$ cat src/lcsa_pkg.sv
// Shared types, constants and codes for the load cell scale averager.
package lcsa_pkg;

	// Moving average window; must be a power of two so the average is a shift
	localparam int WINDOW = 16;
	localparam int WIN_LOG = $clog2(WINDOW);
	localparam int IDX_W = (WIN_LOG > 0) ? WIN_LOG : 1;

	// Field widths
	localparam int SAMPLE_W = 23;
	localparam int WORD_W = 24;
	localparam int KIND_W = 2;
	localparam int WEIGHT_W = 32;
	localparam int RECIP_W = 32;
	localparam int SUM_W = SAMPLE_W + WIN_LOG;
	localparam int DIFF_W = SAMPLE_W + 1;
	localparam int PROD_W = DIFF_W + RECIP_W;
	localparam int FRAC_SHIFT = 16;

	// Tare counts this many samples and timeouts before capturing the next average
	localparam int TARE_SAMPLES = 3 * WINDOW;
	localparam int TCNT_W = $clog2(TARE_SAMPLES + 1);

	// Queue between front and back
	localparam int QUEUE_DEPTH = 2;
	localparam int QPTR_W = $clog2(QUEUE_DEPTH);
	localparam int QCNT_W = $clog2(QUEUE_DEPTH + 1);

	// Configuration port
	localparam int CFG_IDX_W = 1;
	localparam int CFG_DATA_W = 32;
	localparam logic [CFG_IDX_W-1:0] REG_CAL_RECIP = 1'b0;
	localparam logic [CFG_IDX_W-1:0] REG_PRESET_OFFSET = 1'b1;
	localparam logic [RECIP_W-1:0] CAL_RECIP_RESET = 32'h0100_0000;

	// Input item kinds
	localparam logic [KIND_W-1:0] KIND_READ = 2'd0;
	localparam logic [KIND_W-1:0] KIND_TARE = 2'd1;
	localparam logic [KIND_W-1:0] KIND_TIMEOUT = 2'd2;

	// Classified operations passed to the back end
	typedef enum logic [1:0] {
		OP_SAMPLE,
		OP_TARE,
		OP_TIMEOUT
	} op_kind_t;

	typedef struct packed {
		op_kind_t kind;
		logic [SAMPLE_W-1:0] sample;
	} op_t;

	typedef struct packed {
		logic [KIND_W-1:0] kind;
		logic [WORD_W-1:0] adc_word;
	} in_item_t;

	typedef struct packed {
		logic [SAMPLE_W-1:0] average;
		logic [WEIGHT_W-1:0] weight;
		logic timed_out;
		logic tare_busy;
		logic tare_captured;
	} out_item_t;

endpackage

$ cat src/load_cell_scale_averager_unit.sv
// An accepted item goes through the queue, the back-end stage registers and the output register.
// Throughput: one item per cycle while the output is not stalled, set by the running sum update.
// Items that give no result (not-ready words, tare requests) still use one queue slot or none.
// Reset: asynchronous, clears the sample ring, running sum, tare state and captured offset,
// and loads the calibration registers with their defaults; no clearing pass is needed.
module load_cell_scale_averager_unit (
	input  logic                            clk,
	input  logic                            arst_n,
	input  logic                            cfg_we,
	input  logic [lcsa_pkg::CFG_IDX_W-1:0]  cfg_index,
	input  logic [lcsa_pkg::CFG_DATA_W-1:0] cfg_data,
	input  logic                            in_valid,
	output logic                            in_stall,
	input  lcsa_pkg::in_item_t              in_data,
	output logic                            out_valid,
	input  logic                            out_stall,
	output lcsa_pkg::out_item_t             out_data
);

	logic q_full;
	logic q_push;
	lcsa_pkg::op_t push_op;
	logic head_valid;
	logic head_stall;
	lcsa_pkg::op_t head_op;

	// Classify incoming items
	lcsa_front u_front (
		.in_valid (in_valid),
		.in_stall (in_stall),
		.in_data  (in_data),
		.q_full   (q_full),
		.push     (q_push),
		.op       (push_op)
	);

	// Decoupling queue
	lcsa_queue u_queue (
		.clk        (clk),
		.arst_n     (arst_n),
		.push       (q_push),
		.push_op    (push_op),
		.full       (q_full),
		.head_valid (head_valid),
		.head_stall (head_stall),
		.head_op    (head_op)
	);

	// Averaging, tare and scaling
	lcsa_back u_back (
		.clk       (clk),
		.arst_n    (arst_n),
		.cfg_we    (cfg_we),
		.cfg_index (cfg_index),
		.cfg_data  (cfg_data),
		.op_valid  (head_valid),
		.op_stall  (head_stall),
		.op        (head_op),
		.out_valid (out_valid),
		.out_stall (out_stall),
		.out_data  (out_data)
	);

`ifndef SYNTH
	// A result cannot be both counting and capturing
	a_busy_capt: assert property (@(posedge clk) disable iff (!arst_n)
		out_valid |-> !(out_data.tare_busy && out_data.tare_captured))
		else $error("tare busy and captured on one result");

	// Timeout results carry no average and no weight
	a_timeout_zero: assert property (@(posedge clk) disable iff (!arst_n)
		(out_valid && out_data.timed_out) |-> (out_data.average == '0 && out_data.weight == '0))
		else $error("timeout result with nonzero payload");

	// The front never writes into a full queue
	a_no_overflow: assert property (@(posedge clk) disable iff (!arst_n)
		q_push |-> !q_full)
		else $error("queue overflow");
`endif

endmodule

$ cat src/lcsa_front.sv
// Front end: accepts input items, drops not-ready words and unknown kinds, classifies the rest.
module lcsa_front (
	input  logic               in_valid,
	output logic               in_stall,
	input  lcsa_pkg::in_item_t in_data,
	input  logic               q_full,
	output logic               push,
	output lcsa_pkg::op_t      op
);

	logic keep;

	// Decode item kind; not-ready words and unknown kinds carry no work
	always_comb begin
		keep = 1'b0;
		op.kind = lcsa_pkg::OP_SAMPLE;
		op.sample = in_data.adc_word[lcsa_pkg::WORD_W-1:1];
		unique case (in_data.kind)
			lcsa_pkg::KIND_READ: begin
				keep = in_data.adc_word[0];
				op.kind = lcsa_pkg::OP_SAMPLE;
			end
			lcsa_pkg::KIND_TARE: begin
				keep = 1'b1;
				op.kind = lcsa_pkg::OP_TARE;
			end
			lcsa_pkg::KIND_TIMEOUT: begin
				keep = 1'b1;
				op.kind = lcsa_pkg::OP_TIMEOUT;
			end
			default: begin
				keep = 1'b0;
			end
		endcase
	end

	// Stall only on a full queue; dropped items are still taken
	assign in_stall = q_full;
	assign push = in_valid && !q_full && keep;

endmodule

$ cat src/lcsa_queue.sv
// Short queue of classified operations between front and back.
module lcsa_queue (
	input  logic          clk,
	input  logic          arst_n,
	input  logic          push,
	input  lcsa_pkg::op_t push_op,
	output logic          full,
	output logic          head_valid,
	input  logic          head_stall,
	output lcsa_pkg::op_t head_op
);

	lcsa_pkg::op_t mem_q [lcsa_pkg::QUEUE_DEPTH];
	logic [lcsa_pkg::QPTR_W-1:0] wr_ptr_q;
	logic [lcsa_pkg::QPTR_W-1:0] rd_ptr_q;
	logic [lcsa_pkg::QCNT_W-1:0] count_q;
	logic pop;

	assign full = (count_q == lcsa_pkg::QCNT_W'(lcsa_pkg::QUEUE_DEPTH));
	assign head_valid = (count_q != '0);
	assign head_op = mem_q[rd_ptr_q];
	assign pop = head_valid && !head_stall;

	// Entry storage
	always_ff @(posedge clk) begin
		if (push) begin
			mem_q[wr_ptr_q] <= push_op;
		end
	end

	// Pointers and fill count
	always_ff @(posedge clk or negedge arst_n) begin
		if (!arst_n) begin
			wr_ptr_q <= '0;
			rd_ptr_q <= '0;
			count_q <= '0;
		end else begin
			if (push) begin
				wr_ptr_q <= (wr_ptr_q == lcsa_pkg::QPTR_W'(lcsa_pkg::QUEUE_DEPTH - 1))
					? '0 : wr_ptr_q + 1'b1;
			end
			if (pop) begin
				rd_ptr_q <= (rd_ptr_q == lcsa_pkg::QPTR_W'(lcsa_pkg::QUEUE_DEPTH - 1))
					? '0 : rd_ptr_q + 1'b1;
			end
			case ({push, pop})
				2'b10: count_q <= count_q + 1'b1;
				2'b01: count_q <= count_q - 1'b1;
				default: count_q <= count_q;
			endcase
		end
	end

endmodule

$ cat src/lcsa_back.sv
// Back end: window ring and running sum, tare sequencing, offset and weight scaling.
module lcsa_back (
	input  logic                                clk,
	input  logic                                arst_n,
	input  logic                                cfg_we,
	input  logic [lcsa_pkg::CFG_IDX_W-1:0]      cfg_index,
	input  logic [lcsa_pkg::CFG_DATA_W-1:0]     cfg_data,
	input  logic                                op_valid,
	output logic                                op_stall,
	input  lcsa_pkg::op_t                       op,
	output logic                                out_valid,
	input  logic                                out_stall,
	output lcsa_pkg::out_item_t                 out_data
);

	// Configuration registers
	logic signed [lcsa_pkg::RECIP_W-1:0] cal_recip_q;
	logic [lcsa_pkg::SAMPLE_W-1:0] preset_offset_q;

	// Window state
	logic [lcsa_pkg::SAMPLE_W-1:0] ring_q [lcsa_pkg::WINDOW];
	logic [lcsa_pkg::SUM_W-1:0] sum_q;
	logic [lcsa_pkg::IDX_W-1:0] idx_q;

	// Tare state
	logic [lcsa_pkg::TCNT_W-1:0] tare_count_q;
	logic tare_active_q;
	logic [lcsa_pkg::SAMPLE_W-1:0] captured_offset_q;
	logic offset_captured_q;

	// Stage 1: average and offset
	logic valid_s1;
	logic [lcsa_pkg::SAMPLE_W-1:0] avg_s1;
	logic [lcsa_pkg::SAMPLE_W-1:0] off_s1;
	logic timed_s1, busy_s1, capt_s1;

	// Stage 2: signed difference
	logic valid_s2;
	logic [lcsa_pkg::SAMPLE_W-1:0] avg_s2;
	logic signed [lcsa_pkg::DIFF_W-1:0] diff_s2;
	logic timed_s2, busy_s2, capt_s2;

	// Stage 3: product
	logic valid_s3;
	logic [lcsa_pkg::SAMPLE_W-1:0] avg_s3;
	logic signed [lcsa_pkg::PROD_W-1:0] prod_s3;
	logic timed_s3, busy_s3, capt_s3;

	// Output register
	logic out_valid_q;
	lcsa_pkg::out_item_t out_q;

	logic ready_out, ready_s3, ready_s2, ready_s1;
	logic take;
	logic is_sample, is_timeout, is_tare;
	logic [lcsa_pkg::SUM_W-1:0] sum_next;
	logic [lcsa_pkg::SAMPLE_W-1:0] avg_new;
	logic capture_now, busy_now;
	logic [lcsa_pkg::SAMPLE_W-1:0] off_new;
	logic [lcsa_pkg::WEIGHT_W-1:0] weight_out;

	// Per-stage flow control
	assign ready_out = !out_valid_q || !out_stall;
	assign ready_s3 = !valid_s3 || ready_out;
	assign ready_s2 = !valid_s2 || ready_s3;
	assign ready_s1 = !valid_s1 || ready_s2;
	assign op_stall = !ready_s1;
	assign take = op_valid && ready_s1;

	assign is_sample = (op.kind == lcsa_pkg::OP_SAMPLE);
	assign is_timeout = (op.kind == lcsa_pkg::OP_TIMEOUT);
	assign is_tare = (op.kind == lcsa_pkg::OP_TARE);

	// Running sum update and new average
	always_comb begin
		sum_next = sum_q - lcsa_pkg::SUM_W'(ring_q[idx_q])
			+ lcsa_pkg::SUM_W'(op.sample);
		avg_new = is_sample ? sum_next[lcsa_pkg::SUM_W-1:lcsa_pkg::WIN_LOG] : '0;
	end

	// Tare decision and offset in force for this item
	always_comb begin
		busy_now = tare_active_q && (tare_count_q < lcsa_pkg::TCNT_W'(lcsa_pkg::TARE_SAMPLES));
		capture_now = tare_active_q && !busy_now;
		if (capture_now) begin
			off_new = avg_new;
		end else if (offset_captured_q) begin
			off_new = captured_offset_q;
		end else begin
			off_new = preset_offset_q;
		end
	end

	// Configuration, window and tare state
	always_ff @(posedge clk or negedge arst_n) begin
		if (!arst_n) begin
			cal_recip_q <= lcsa_pkg::CAL_RECIP_RESET;
			preset_offset_q <= '0;
			for (int i = 0; i < lcsa_pkg::WINDOW; i++) begin
				ring_q[i] <= '0;
			end
			sum_q <= '0;
			idx_q <= '0;
			tare_count_q <= '0;
			tare_active_q <= 1'b0;
			captured_offset_q <= '0;
			offset_captured_q <= 1'b0;
		end else begin
			if (take && is_sample) begin
				ring_q[idx_q] <= op.sample;
				sum_q <= sum_next;
				idx_q <= (idx_q == lcsa_pkg::IDX_W'(lcsa_pkg::WINDOW - 1))
					? '0 : idx_q + 1'b1;
			end
			if (take && is_tare) begin
				tare_active_q <= 1'b1;
				tare_count_q <= '0;
			end else if (take && (is_sample || is_timeout)) begin
				if (busy_now) begin
					tare_count_q <= tare_count_q + 1'b1;
				end else if (capture_now) begin
					captured_offset_q <= avg_new;
					offset_captured_q <= 1'b1;
					tare_active_q <= 1'b0;
					tare_count_q <= '0;
				end
			end
			if (cfg_we) begin
				unique case (cfg_index)
					lcsa_pkg::REG_CAL_RECIP: begin
						cal_recip_q <= cfg_data;
					end
					lcsa_pkg::REG_PRESET_OFFSET: begin
						preset_offset_q <= cfg_data[lcsa_pkg::SAMPLE_W-1:0];
						offset_captured_q <= 1'b0;
					end
					default: begin
					end
				endcase
			end
		end
	end

	// Pipeline valid bits
	always_ff @(posedge clk or negedge arst_n) begin
		if (!arst_n) begin
			valid_s1 <= 1'b0;
			valid_s2 <= 1'b0;
			valid_s3 <= 1'b0;
			out_valid_q <= 1'b0;
		end else begin
			if (ready_s1) valid_s1 <= take && !is_tare;
			if (ready_s2) valid_s2 <= valid_s1;
			if (ready_s3) valid_s3 <= valid_s2;
			if (ready_out) out_valid_q <= valid_s3;
		end
	end

	// Stage 1 payload
	always_ff @(posedge clk) begin
		if (ready_s1) begin
			avg_s1 <= avg_new;
			off_s1 <= off_new;
			timed_s1 <= is_timeout;
			busy_s1 <= busy_now;
			capt_s1 <= capture_now;
		end
	end

	// Stage 2: difference against offset
	always_ff @(posedge clk) begin
		if (ready_s2) begin
			avg_s2 <= avg_s1;
			diff_s2 <= $signed({1'b0, avg_s1}) - $signed({1'b0, off_s1});
			timed_s2 <= timed_s1;
			busy_s2 <= busy_s1;
			capt_s2 <= capt_s1;
		end
	end

	// Stage 3: scale by reciprocal
	always_ff @(posedge clk) begin
		if (ready_s3) begin
			avg_s3 <= avg_s2;
			prod_s3 <= lcsa_pkg::PROD_W'(diff_s2) * lcsa_pkg::PROD_W'(cal_recip_q);
			timed_s3 <= timed_s2;
			busy_s3 <= busy_s2;
			capt_s3 <= capt_s2;
		end
	end

	// Zero on a timeout, clamp at zero, drop fraction bits, saturate high
	always_comb begin
		if (timed_s3 || prod_s3[lcsa_pkg::PROD_W-1] || (prod_s3 == '0)) begin
			weight_out = '0;
		end else if (|prod_s3[lcsa_pkg::PROD_W-2:lcsa_pkg::FRAC_SHIFT+lcsa_pkg::WEIGHT_W]) begin
			weight_out = '1;
		end else begin
			weight_out = prod_s3[lcsa_pkg::FRAC_SHIFT+lcsa_pkg::WEIGHT_W-1:lcsa_pkg::FRAC_SHIFT];
		end
	end

	// Output register
	always_ff @(posedge clk) begin
		if (ready_out) begin
			out_q.average <= avg_s3;
			out_q.weight <= weight_out;
			out_q.timed_out <= timed_s3;
			out_q.tare_busy <= busy_s3;
			out_q.tare_captured <= capt_s3;
		end
	end

	assign out_valid = out_valid_q;
	assign out_data = out_q;

endmodule

$ cat config.mk
export PLATFORM = sky130hd
export DESIGN_NAME = load_cell_scale_averager_unit
export DESIGN_NICKNAME = d
export VERILOG_FILES = /design/src/lcsa_pkg.sv /design/src/load_cell_scale_averager_unit.sv /design/src/lcsa_front.sv /design/src/lcsa_queue.sv /design/src/lcsa_back.sv
export SDC_FILE = /design/constraint.sdc
export NUM_CORES = 2
export LEC_CHECK = 0
export BUFFER_PORTS_ARGS = -buffer_cell sky130_fd_sc_hd__buf_4
export CORE_MARGIN = 5
export CORE_UTILIZATION = 40
export DETAILED_ROUTE_END_ITERATION = 10
export GPL_ROUTABILITY_DRIVEN = 0
export SETUP_SLACK_MARGIN = 0.3
export SLEW_MARGIN = 20
export SYNTH_ARGS = -nofsm -noshare
export SYNTH_HDL_FRONTEND = slang
export SYNTH_HIERARCHICAL = 1
export SYNTH_SLANG_ARGS = --single-unit
$ cat constraint.sdc
create_clock -name clk -period 9.8 [get_ports clk]
set_clock_uncertainty 0.2 [all_clocks]
set_input_delay 0.98 -clock clk [delete_from_list [all_inputs] [get_ports clk]]
set_output_delay 0.98 -clock clk [all_outputs]
set_load 0.02 [all_outputs]
Yosys cells after proc, flatten, opt, wreduce, memory -nomap -nowiden. Memories as Yosys holds them, arrays and structs flattened. Cells that the tools add are included.

Register bits: 732. Memory bits (writable): 50. Input port bits: 64. Memories kept: 1.

Memory list: u_queue.mem_q (depth 2, width 25, read ports 1, clocked after Yosys merged registers in 0, write ports 1, RTL line lcsa_queue.sv:13) `lcsa_pkg::op_t mem_q [lcsa_pkg::QUEUE_DEPTH];`.

Add/subtract/negate cells: 9. Multipliers: 1. $lt $le $gt $ge: 3. Eq/ne operators: 9. Mux-type cells: 32. Bitwise logic cells: 4. Reduce and logical (&&, ||, !) cells: 40.

Operators by type and width (count): bitwise mux 368 bit (1); 2-to-1 mux 23 bit (6); binary-select mux 23 bit (select 4 bit) (1); demux 23 bit (select 4 bit) (1); zero test 56 bit (1); multiplier 24 x 32 -> 56 bit (1); 2-to-1 mux 32 bit (1); adder 27 x 23 -> 27 bit (1); subtractor 27 x 23 -> 27 bit (1); 2-to-1 mux 6 bit (4); subtractor 23 x 23 -> 24 bit (1); 2-to-1 mux 1 bit (14); logical AND 1 bit (10); == test 2 bit, second input constant (4); zero test 1 bit (8); one-hot mux 2 bit (2 select lines) (2); nonzero test 2 bit (4); logical OR 1 bit (7); OR reduction 7 bit (1); adder 6 x 1 -> 6 bit, second input constant (1); == test 2 x 1 -> 1 bit, second input constant (3); < comparator 6 bit, second input constant (1); AND reduction 2 bit (3); >= comparator 5 bit, second input constant (1); 16 further kinds (20).

Logic depth before layout (Yosys ltp).
Depth after elaboration: 11. Depth in mapped cells: 27. Mapped depth without buffers: 26.

Hierarchy. Netlist, hierarchy kept.

By module, submodules not included: lcsa_back (instances 1, cells an instance 5381, area an instance 58454.8 µm², sequential area each 19414.9 µm²); lcsa_queue (instances 1, cells an instance 95, area an instance 2109.5 µm², sequential area each 1601.5 µm²); lcsa_front (instances 1, cells an instance 32, area an instance 257.7 µm², sequential area each 0.0 µm²).

Worst setup path after synthesis. No wires, ideal clock.

Kind: reg-to-reg. From: register u_back/cal_recip_q[31] (netlist bit). To: register u_back/prod_s3[55] (netlist bit), data pin. Arrival time: 7249 ps. Data required time: 9344 ps. Setup slack: 2096 ps. Stages on the path, launching flop included: 25. Path buffers: 2. Period minus slack after synthesis: 7704 ps. Cells stage by stage: dfrtp_1 -> clkbuf_1 -> nand2_1 -> inv_1 -> fa_1 -> fa_1 -> inv_1 -> fa_1 -> inv_1 -> fa_1 -> fa_1 -> fa_1 -> inv_1 -> fa_1 -> inv_1 -> ha_1 -> buf_2 -> a21oi_2 -> o21ai_1 -> a221o_1 -> a2111o_1 -> o221a_2 -> a31o_4 -> or4_1 -> and4_1.

Word-level cells in the longest chain between the ends: 1.

RTL lines: start, declared (RTL line lcsa_back.sv:17) `logic signed [lcsa_pkg::RECIP_W-1:0] cal_recip_q;`; start signal, assigned (RTL line lcsa_back.sv:97) `cal_recip_q <= lcsa_pkg::CAL_RECIP_RESET;`; start signal, assigned (RTL line lcsa_back.sv:131) `cal_recip_q <= cfg_data;`; multiplier 24 x 32 -> 56 bit (RTL line lcsa_back.sv:185) `prod_s3 <= lcsa_pkg::PROD_W'(diff_s2) * lcsa_pkg::PROD_W'(cal_recip_q);`; end signal, assigned (RTL line lcsa_back.sv:185); end, declared (RTL line lcsa_back.sv:46) `logic signed [lcsa_pkg::PROD_W-1:0] prod_s3;`.

Every way passes these cells. A chain may end at the register's enable or synchronous reset.

Worst setup path after layout.
From: register u_back/diff_s2[0] (netlist bit). To: register u_back/prod_s3[55] (netlist bit), data pin.

Word-level cells in the longest chain between the ends: 1.

RTL lines: start, declared (RTL line lcsa_back.sv:40) `logic signed [lcsa_pkg::DIFF_W-1:0] diff_s2;`; start signal, assigned (RTL line lcsa_back.sv:174) `diff_s2 <= $signed({1'b0, avg_s1}) - $signed({1'b0, off_s1});`; multiplier 24 x 32 -> 56 bit (RTL line lcsa_back.sv:185).

Every way passes these cells.

==> metrics.txt <==
hpwl dp=116 mm; CP most frequent cell=fa_1; WS Path Type=reg2reg; setup ws final=0.996 ns; cell area after placement=63,800 µm²; nets=6,582; Placed Cells=7,441; GR Overflow Total=0; Die W=400 µm; Via density=5.07; row cnt=143; crit-path cells=buf_4 -> and2_1 -> fa_1 -> inv_1 -> fa_1 -> fa_1 -> fa_1 -> inv_1 -> fa_1 -> fa_1 -> inv_1 -> fa_1 -> inv_1 -> ha_1 -> nand3_1 -> nor2_1 -> a2111oi_2 -> nand2_2 -> a31oi_1 -> o31ai_1 -> o221a_2 -> a31o_4 -> or4_1 -> and4_1; Startpoint Class=register; Die Y=400 µm; main area contributors after synthesis=fa_1, dfrtp_1, edfxtp_1, inv_1, nand2_1; min Tclk post-route=8.80 ns; gr usage total=19.9%; Critical Path End Type=register; Post-Syn Instances=5,508; Post-DRT Antenna Nets=0; main flop type after synthesis=dfrtp_1; # Max-Cap Violations=0; TritonCTS buffer count=86; worst slew pin tran=1.14 ns; R2R Path Start=u_back/diff_s2[0]; initial core utilization=40.1%; register area share after synthesis=34.6%; post-CTS setup buffer count=0; area grow syn2layout=10.0%; clock slew at reported path FFs=0.06 ns; Post-synth top cells=inv_1, fa_1, nand2_1; Port Buffer Count=123; synthesized cell area=60,800 µm²; Place WS=1.01 ns; initial antenna violation count=6; final non-filler cell total=7,605; synth warn=6; Iteration-0 DRC Markers=2,251; CP delay by family, top=adder cells; total negative slack=0 ns; hold_buf cts=0; Yosys top cell by area=fa_1; IO Pins=124; H-tree levels=3; detailed-route wire length per cell=20.3 µm; RSZ-0062 raised after global routing=no; vias in the first global route=41,691; count of final setup violators=0; Max Root-Sink Buffers=3; clock sink count=782; mean area per synthesized cell=11.0 µm²; Post-synth EDFFs=289; post-CTS sizing=0; CP max stage delay=0.79 ns; worst endpoint required time=10.01 ns; largest net degree at the start of global routing=164; fraction of registers with async set/reset=63.0%; most frequent cell after synthesis=inv_1; # DRC=0; post-synth top area share=26.6%; via count=38,560; first-pass GRT wire length=246 mm; CP Buf/Inv Count=5; max-slew violations=0; Finished Cell Area=66,900 µm²; Die Area=160,000 µm²; Mapped Nets=6,589; worst rel slew slack=23.7%; first-pass detailed-route iteration total=7; worst hold path class=in2async; CTS tree=built; Unique masters post-synth=78; Root Buffer Master=clkbuf_16; worst path arrival time=9.02 ns; area of the core=152,000 µm²; Final Hold Fails=0; crit-path max FO=22; status=completed; Worst-Skew Late Latency=0.73 ns; layout cells sized above 1=12.6%; final period utilization=89.8%; routed wire length=154 mm; Slowest-stage cell, CP=edfxtp_1; #FFs+latches synth=782; Fmax=0.114 GHz; crit path launch=u_back/diff_s2[0]
==> sequential cells by signal, indices dropped and copies added, names as in the netlist, 6 cells and up <==
register                  count
u_back/cal_recip_q           32
u_back/avg_s1                23
u_back/captured_offset_q     23
u_back/avg_s3                23
u_queue/mem_q                50
u_back/off_s1                23
u_back/sum_q                 27
u_back/avg_s2                23
u_back/diff_s2               24
u_back/tare_count_q           6
u_back/prod_s3               56
u_back/preset_offset_q       23
u_back/out_data              58
u_back/ring_q               368
==> worst paths after layout <==
kind / endpoint / slack [ns] / cells after the start
hold / removal: u_back/ring_q[13] / 0.15 / 1
min in group clk: u_back/out_data[46] / 0.21 / 0
setup reg to reg: u_back/prod_s3[55] / 1.0 / 24
setup / recovery: u_back/prod_s3[55] / 1.0 / 24
hold reg to reg: u_back/out_data[46] / 0.21 / 0
max in group asynchronous: u_back/ring_q[351] / 7.13 / 3
==> logic make-up (layout without fill, tap and decap cells) <==
group	after synthesis	count (layout)	synth area share (%)
adder cells (fa/ha/maj)	1017	1017	30.9
AND/OR/NAND/NOR	1394	1394	10.8
flip-flops	782	782	34.6
multiplexers	307	307	7.92
other	0	2	0
XOR/XNOR	106	106	1.53
AO/OA/AOI/OAI	668	668	6.50
buffers and inverters	1234	1299	7.83
==> placed cells by master, fill, tap and decap left out, types with 18 or more instances in the layout <==
| master | count |
|---|---|
| a21oi_1 | 91 |
| fa_1 | 807 |
| xor2_1 | 35 |
| a211oi_1 | 24 |
| mux4_2 | 115 |
| and2_1 | 381 |
| dfrtp_1 | 488 |
| mux2_4 | 19 |
| nor4_1 | 18 |
| buf_4 | 217 |
| nand3_1 | 26 |
| nor2b_1 | 25 |
| a21o_1 | 47 |
| nand2_1 | 753 |
| ha_1 | 210 |
| o21ai_0 | 351 |
| nor2_1 | 96 |
| mux2_2 | 166 |
| clkbuf_16 | 89 |
| o21a_1 | 46 |
| inv_1 | 913 |
| nor3_1 | 23 |
| edfxtp_1 | 289 |
| xnor2_1 | 71 |
==> cell type report <==
class	instances	area, µm²
Tap cell	2030	2540
Antenna cell	2	5.00
Fill cell	14098	84600
Clock inverter	43	599
Sequential cell	782	21000
Timing Repair Buffer	224	1750
Multi-Input combinational cell	3492	35100
Clock buffer	117	2480
Inverter	915	3440
==> metal layers <==
layer  wire length, µm  global-route usage [%]
met1             66900                    27.2
met3             12000                    4.97
met2             71900                    32.2
met5                27                       0
met4              3550                    4.59
==> through the flow <==
step,utilization [%],hold slack (ns)
3_5_place_dp,42.1,0.205
3_3_place_gp,42.1,0.201
4_1_cts,44.1,0.108
2_1_floorplan,-,0.200
5_1_grt,44.1,0.183
6_report,44.2,0.153
Power is left out: the tool's default activity adds up to more than one toggle a clock period on the data nets, which glitch-free logic cannot reach.
